### config.mk
export PLATFORM = sky130hd
export DESIGN_NAME = abkf_ctrl
export DESIGN_NICKNAME = d
export VERILOG_FILES = /design/src/rtl/abkf_pkg.sv /design/src/rtl/abkf_ctrl.sv
export SDC_FILE = /design/constraint.sdc
export NUM_CORES = 1
export LEC_CHECK = 0
export BUFFER_PORTS_ARGS = -buffer_cell sky130_fd_sc_hd__buf_2
export CAP_MARGIN = 20
export CORE_UTILIZATION = 55
export CTS_CLUSTER_DIAMETER = 30
export DETAILED_ROUTE_END_ITERATION = 10
export PLACE_DENSITY = 0.75
export REMOVE_ABC_BUFFERS = 1
export SLEW_MARGIN = 20
export SYNTH_ARGS = -nofsm -noshare
export SYNTH_HDL_FRONTEND = slang
export SYNTH_SLANG_ARGS = --single-unit
### constraint.sdc
create_clock -name i_clk -period 2.75 [get_ports i_clk]
set_clock_uncertainty 0.1 [all_clocks]
set_input_delay 0.6875 -clock i_clk [delete_from_list [all_inputs] [get_ports i_clk]]
set_output_delay 0.6875 -clock i_clk [all_outputs]
set_load 0.02 [all_outputs]
### src/rtl/abkf_pkg.sv
`timescale 1ns / 1ps
package abkf_pkg;

    localparam int WORD_W    = 32;
    localparam int CFG_W     = 31;
    localparam int CFG_IDX_W = 2;
    localparam int FRAC_COV  = 24;
    localparam int NUM_W     = WORD_W + FRAC_COV;
    localparam int DEN_W     = WORD_W + 1;
    localparam int CNT_W     = $clog2(NUM_W + 1);
    localparam int PC_W      = 4;

    localparam logic [CFG_IDX_W-1:0] REG_STEP_TIME   = 2'd0;
    localparam logic [CFG_IDX_W-1:0] REG_ANGLE_NOISE = 2'd1;
    localparam logic [CFG_IDX_W-1:0] REG_BIAS_NOISE  = 2'd2;
    localparam logic [CFG_IDX_W-1:0] REG_MEAS_NOISE  = 2'd3;

    localparam logic [CFG_W-1:0] RST_STEP_TIME   = 31'd83886;
    localparam logic [CFG_W-1:0] RST_ANGLE_NOISE = 31'd16777;
    localparam logic [CFG_W-1:0] RST_BIAS_NOISE  = 31'd83886;
    localparam logic [CFG_W-1:0] RST_MEAS_NOISE  = 31'd8388608;
    localparam logic [WORD_W-1:0] ONE_COV        = 32'd16777216;

    localparam logic signed [63:0] W_MAX = (64'sd1 <<< (WORD_W - 1)) - 64'sd1;
    localparam logic signed [63:0] W_MIN = -W_MAX - 64'sd1;
    localparam logic signed [63:0] RND_HALF = 64'sd1 <<< (FRAC_COV - 1);

    typedef enum logic [4:0] {
        OP_NOP, OP_LOAD, OP_M_RATE, OP_W_ANGLE, OP_ERR, OP_PDOT, OP_M_PDOT, OP_W_AA,
        OP_M_BB, OP_W_ABBA, OP_M_QB, OP_W_BB, OP_DIV_START, OP_DIV_STEP, OP_GAIN,
        OP_M_K0T0, OP_W_AA2, OP_M_K0T1, OP_W_AB2, OP_M_K1T0, OP_W_BA2, OP_M_K1T1,
        OP_W_BB2, OP_M_K0E, OP_W_ANG2, OP_M_K1E, OP_W_BIAS, OP_RATE
    } t_op;

    typedef struct packed {
        t_op  op;
        logic load_out;
    } t_cmd;

    typedef struct packed {
        logic div_done;
    } t_stat;

    typedef struct packed {
        logic [WORD_W-1:0] val;
        logic              ovf;
    } t_sat;

    localparam logic [PC_W-1:0] PRE_LAST  = 4'd11;
    localparam logic [PC_W-1:0] POST_LAST = 4'd13;

    function automatic t_sat sat_w(input logic signed [63:0] v);
        t_sat r;
        if (v > W_MAX) begin
            r.val = W_MAX[WORD_W-1:0];
            r.ovf = 1'b1;
        end else if (v < W_MIN) begin
            r.val = W_MIN[WORD_W-1:0];
            r.ovf = 1'b1;
        end else begin
            r.val = v[WORD_W-1:0];
            r.ovf = 1'b0;
        end
        return r;
    endfunction

    function automatic t_op pre_op(input logic [PC_W-1:0] pc);
        t_op r;
        case (pc)
            4'd0:    r = OP_LOAD;
            4'd1:    r = OP_M_RATE;
            4'd2:    r = OP_W_ANGLE;
            4'd3:    r = OP_ERR;
            4'd4:    r = OP_PDOT;
            4'd5:    r = OP_M_PDOT;
            4'd6:    r = OP_W_AA;
            4'd7:    r = OP_M_BB;
            4'd8:    r = OP_W_ABBA;
            4'd9:    r = OP_M_QB;
            4'd10:   r = OP_W_BB;
            4'd11:   r = OP_DIV_START;
            default: r = OP_NOP;
        endcase
        return r;
    endfunction

    function automatic t_op post_op(input logic [PC_W-1:0] pc);
        t_op r;
        case (pc)
            4'd0:    r = OP_GAIN;
            4'd1:    r = OP_M_K0T0;
            4'd2:    r = OP_W_AA2;
            4'd3:    r = OP_M_K0T1;
            4'd4:    r = OP_W_AB2;
            4'd5:    r = OP_M_K1T0;
            4'd6:    r = OP_W_BA2;
            4'd7:    r = OP_M_K1T1;
            4'd8:    r = OP_W_BB2;
            4'd9:    r = OP_M_K0E;
            4'd10:   r = OP_W_ANG2;
            4'd11:   r = OP_M_K1E;
            4'd12:   r = OP_W_BIAS;
            4'd13:   r = OP_RATE;
            default: r = OP_NOP;
        endcase
        return r;
    endfunction

endpackage

### src/rtl/abkf_ctrl.sv
`timescale 1ns / 1ps
module abkf_ctrl
    import abkf_pkg::*;
(
    input  logic  i_clk,
    input  logic  i_rst_n,
    input  logic  i_in_valid,
    output logic  o_in_stall,
    output logic  o_out_valid,
    input  logic  i_out_stall,
    input  t_stat i_stat,
    output t_cmd  o_cmd
);

    typedef enum logic [2:0] {S_IDLE, S_PRE, S_DIV, S_POST, S_OUT} t_state;

    t_state          r_state;
    logic [PC_W-1:0] r_pc;
    logic            r_out_valid;
    logic            w_out_free;

    assign w_out_free  = !r_out_valid || !i_out_stall;
    assign o_in_stall  = (r_state != S_IDLE);
    assign o_out_valid = r_out_valid;

    always_comb begin
        o_cmd.op       = OP_NOP;
        o_cmd.load_out = 1'b0;
        case (r_state)
            S_IDLE:  o_cmd.op = i_in_valid ? OP_LOAD : OP_NOP;
            S_PRE:   o_cmd.op = pre_op(r_pc);
            S_DIV:   o_cmd.op = i_stat.div_done ? OP_NOP : OP_DIV_STEP;
            S_POST:  o_cmd.op = post_op(r_pc);
            S_OUT:   o_cmd.load_out = w_out_free;
            default: o_cmd.op = OP_NOP;
        endcase
    end

    always_ff @(posedge i_clk) begin
        if (!i_rst_n) begin
            r_state     <= S_IDLE;
            r_pc        <= '0;
            r_out_valid <= 1'b0;
        end else begin
            if (r_out_valid && !i_out_stall && (r_state != S_OUT)) begin
                r_out_valid <= 1'b0;
            end
            case (r_state)
                S_IDLE: begin
                    if (i_in_valid) begin
                        r_pc    <= 4'd1;
                        r_state <= S_PRE;
                    end
                end
                S_PRE: begin
                    if (r_pc == PRE_LAST) begin
                        r_state <= S_DIV;
                    end
                    r_pc <= r_pc + 4'd1;
                end
                S_DIV: begin
                    if (i_stat.div_done) begin
                        r_pc    <= '0;
                        r_state <= S_POST;
                    end
                end
                S_POST: begin
                    if (r_pc == POST_LAST) begin
                        r_state <= S_OUT;
                    end
                    r_pc <= r_pc + 4'd1;
                end
                S_OUT: begin
                    if (w_out_free) begin
                        r_out_valid <= 1'b1;
                        r_state     <= S_IDLE;
                    end
                end
                default: r_state <= S_IDLE;
            endcase
        end
    end

endmodule

After elaboration in Yosys (flattened, before gate mapping)
Memories as Yosys holds them, arrays and structs flattened. A register that Yosys moved wholly into a read port is not among the register bits.
Cells that the tools add are included.

word-level totals
  bits in registers = 8
  bits in latches = 0
  RAM bits = 0
  ROM bits = 144
  input port bits = 5
  memories kept = 2

memory list
  name             words  width  rd ports  clocked after Yosys merged registers in  write ports  RTL line        RTL
  (no name shown)  16     5      1         1                                        0            abkf_pkg.sv:89  case (pc)
  (no name shown)  16     4      1         1                                        0            abkf_pkg.sv:69  case (pc)

operators by class
  add/subtract/negate cells = 1
  multiply operators = 0
  div/mod/pow operators = 0
  order comparisons = 0
  equality and inequality tests = 12
  shift-type cells = 0
  muxes and demuxes = 20
  bitwise logic cells = 0
  reductions and logical operators = 11

operator list
  operator                                             number
  two-way mux 4 bit                                    7
  case mux 5 bit (4 select lines)                      1
  two-way mux 3 bit                                    5
  case mux 3 bit (5 select lines)                      1
  case mux 4 bit (3 select lines)                      1
  inequality test 2 bit, second input constant         5
  equality test 4 bit, second input constant           2
  equality test 3 x 2 -> 1 bit, second input constant  2
  nonzero test 3 bit                                   2
  two-way mux 1 bit                                    5
  AND reduction 5 bit                                  1
  adder 4 x 1 -> 4 bit, second input constant          1
  equality test 3 x 1 -> 1 bit, second input constant  1
  equality test 3 bit, second input constant           1
  logical NOT 3 bit                                    1
  inequality test 3 bit, second input constant         1
  AND reduction 3 bit                                  1
  logical AND 1 bit                                    2
  logical NOT 1 bit                                    2
  OR reduction 2 bit                                   1
  logical OR 1 bit                                     1

Longest topological paths before layout
  depth in word-level cells = 6
  gate-level depth with buffers = 9
  mapped depth without buffers = 9

Least setup slack after synthesis
OpenSTA, ideal clock, no wires.

  path type = input port to output port
  start = input port i_stat
  end = output port o_cmd[1] (netlist name)
  data arrival time = 1.533 ns
  required time = 1.962 ns
  slack = 0.430 ns
  stages on the path = 3
  buffers on the path = 0
  path through = and2_4 -> or3_1 -> a21oi_1

RTL lines
  what             RTL line         RTL
  start, declared  abkf_ctrl.sv:11  input t_stat i_stat,
  end, declared    abkf_ctrl.sv:12  output t_cmd o_cmd

==> metrics.yaml <==
run_status:
  status: "finished clean"
run:
  maxCapViolCount: 0
clock_network:
  cts_tree: "yes"
  cts-buffers-inserted: 3
  cts_sinks: 17
  cts_resized: 0
  clock_tree.root_cell: "clkbuf_4"
  clk_latency_ps: 280
  cts_max_level: 1
  path_clk_slew_ps: 90
  cts_hold_buf: 0
  postCtsSetupBuffers: 0
  clk_path_buf_depth: 2
worst_setup_path:
  crit_slowest_cell: "dfxtp_1"
  path_cells: "mux2_2, a21oi_1, nor2_1, buf_2"
  start_kind: "flop"
  reg2reg_depth: 8
  critical_path_class: "flop to output pin"
  crit_fanout: 16
  worstPathArrival_ps: 1750
  max_stage_delay_ps: 700
  endpoint_kind: "output pin"
  crit_required_ps: 1960
floorplan:
  initial_core_util: 0.581
  core_area_um2: 1730
  pin_count: 13
  die_w_um: 44.7
  rows: 15
  die_h_um: 44.7
  die_area_um2: 2000
synthesis:
  syn_area_um2: 1000
  synth.area.top_cells: "dfxtp_1 (34%), ha_1 (10%), a21oi_1 (5.0%), nor2_1 (4.5%), mux2i_1 (4.0%)"
  avgSynthCellArea_um2: 8.88
  ys_seq_elements: 17
  synth_edf_count: 0
  ys.flop_type: "dfxtp_1"
  synth.distinct_cells: 36
  ys_warn_count: 0
  synthCells: 113
  yosys.area.top_type: "dfxtp_1"
  yosysSeqAreaShare: 0.339
  yosysTopAreaCellShare: 0.339
  async_flop_share: 0
hold_path:
  min_path_cells: 2
  min_path_type: "flop to flop"
drt:
  drc: 0
  wl_mm: 1.84
  routedWlPerCell_um: 12.1
  ant_nets: 0
  vias_per_cell: 5.43
  dr.pass1.iters: 4
  drt-initial-drc-count: 9
  vias: 826
sta:
  slew_headroom: 0.616
  setup_ws_ps: 214
  fin_crit_ps: 2540
  fin_crit_sh: 0.922
  maxSlewViolCount: 0
  timing_hold_violations_final: 0
  tightest_slew_ps: 576
  tns_ps: 0
  rsz0062_at_grt: "no"
  finalSetupViolations: 0
  max_freq_mhz: 394
grt:
  grt.overflow.total: 0
  grt_max_degree: 18
  grt_pass1_vias: 739
  grt_first_pass_wirelength_mm: 3.07
  grt_use_total: 0.208
  antenna_found_initial: 0
placed_design:
  hpwl_mm: 1.45
  place_ws_ps: 173
  dpl-instance-area_um2: 1090
  portBuffers: 12
  gp_congestion: 0.824
  place_inst: 148
final_layout:
  nNetsFinal: 141
  n_fill_cell: 160
  finish.instance_area_um2: 1120
  final_layout_size_suffix_gt1_frac: 0.236
  area_growth_pct: 11.2
  diodes: 0
  fin_cells: 152
power_and_ir_drop:
  powerDensity_nw_per_um2: 418
  leakage_nw: 0.539
  ir_worst_vdd_uv: 293
  total_power_uw: 467
[metrics by stage]
| stage | hold WS (ps) | util |
|---|---|---|
| final | 419 | 0.646 |
| after CTS | 415 | 0.646 |
| after global routing | 456 | 0.646 |
| after detailed placement | 402 | 0.631 |
| after global placement | 388 | 0.631 |
| after floorplan | 420 | - |
[worst max-delay path: cells and delay by family, from the launching register on]
kind            cells  cell delay (ps)
buf+inv             1              160
flops               1              700
simple gates        1               50
compound gates      1              160
mux                 1              410
[final timing paths]
check / start / endpoint / slack [ps]
worst max-delay path: r_state[1] / o_cmd[3] / 210
worst min register to register: o_out_valid / o_out_valid / 420
worst max register to register: r_state[1] / flop / 350
worst min-delay path: o_out_valid / o_out_valid / 420
[kinds of logic (layout without fill, tap and decap cells)]
logic type	after synthesis	after routing	share of synthesized area
AO/OA/AOI/OAI	27	27	0.212
adder cells (fa/ha/maj)	8	8	0.0998
multiplexers	8	8	0.0885
buffers and inverters	14	28	0.0574
flip-flops	17	17	0.339
AND/OR/NAND/NOR	39	39	0.203
[cell usage in the layout (no fill, tap or decap), drive strengths merged]
master	instances
buf	14
or3	3
mux2	4
a211oi	2
nand2	7
a2bb2oi	1
dfxtp	17
a211o	1
a311oi	1
o21a	3
and2	1
and3	3
nand3	3
o21ai	3
nand2b	3
mux2i	4
o41ai	1
nor3	1
o22a	1
a21oi	10
clkbuf	4
inv	10
nand4b	1
nor2b	5
o31ai	3
nor2	12
a22o	1
ha	8
[final cells by class]
cell class              instances  area, um^2  area share
clock buffers                   4        26.3      0.0235
flip-flops and latches         17         340       0.305
multi-input cells              82         606       0.543
inverters                      10        37.5      0.0336
well taps                      25        31.3      0.0280
repair buffers                 14        75.1      0.0673
[report_power, final]
group	switching, mW	internal, mW
Clock	0.0716	0.0562
Combinational	0.0376	0.0299
Sequential	0.0111	0.261
Total	0.120	0.347
[Yosys cell counts (2+ instances only)]
cell type,n
a21oi_1,10
and3_1,3
clkbuf_1,2
dfxtp_1,17
ha_1,8
inv_1,8
inv_2,2
mux2_2,3
mux2i_1,4
nand2_1,7
nand2b_1,3
nand3_1,3
nor2_1,12
nor2b_1,4
o21a_1,2
o21ai_0,2
o31ai_1,2
or3_1,3
[layer usage]
layer | GRT usage | routed length (um) | vias to the layer above
met2 | 0.376 | 920 | 16
li1 | - | - | 425
met3 | 0.0360 | 40 | 4
met5 | 0 | 0 | -
met4 | 0.0667 | 23 | 0
met1 | 0.248 | 852 | 381
(Power assumes the default switching activity.)
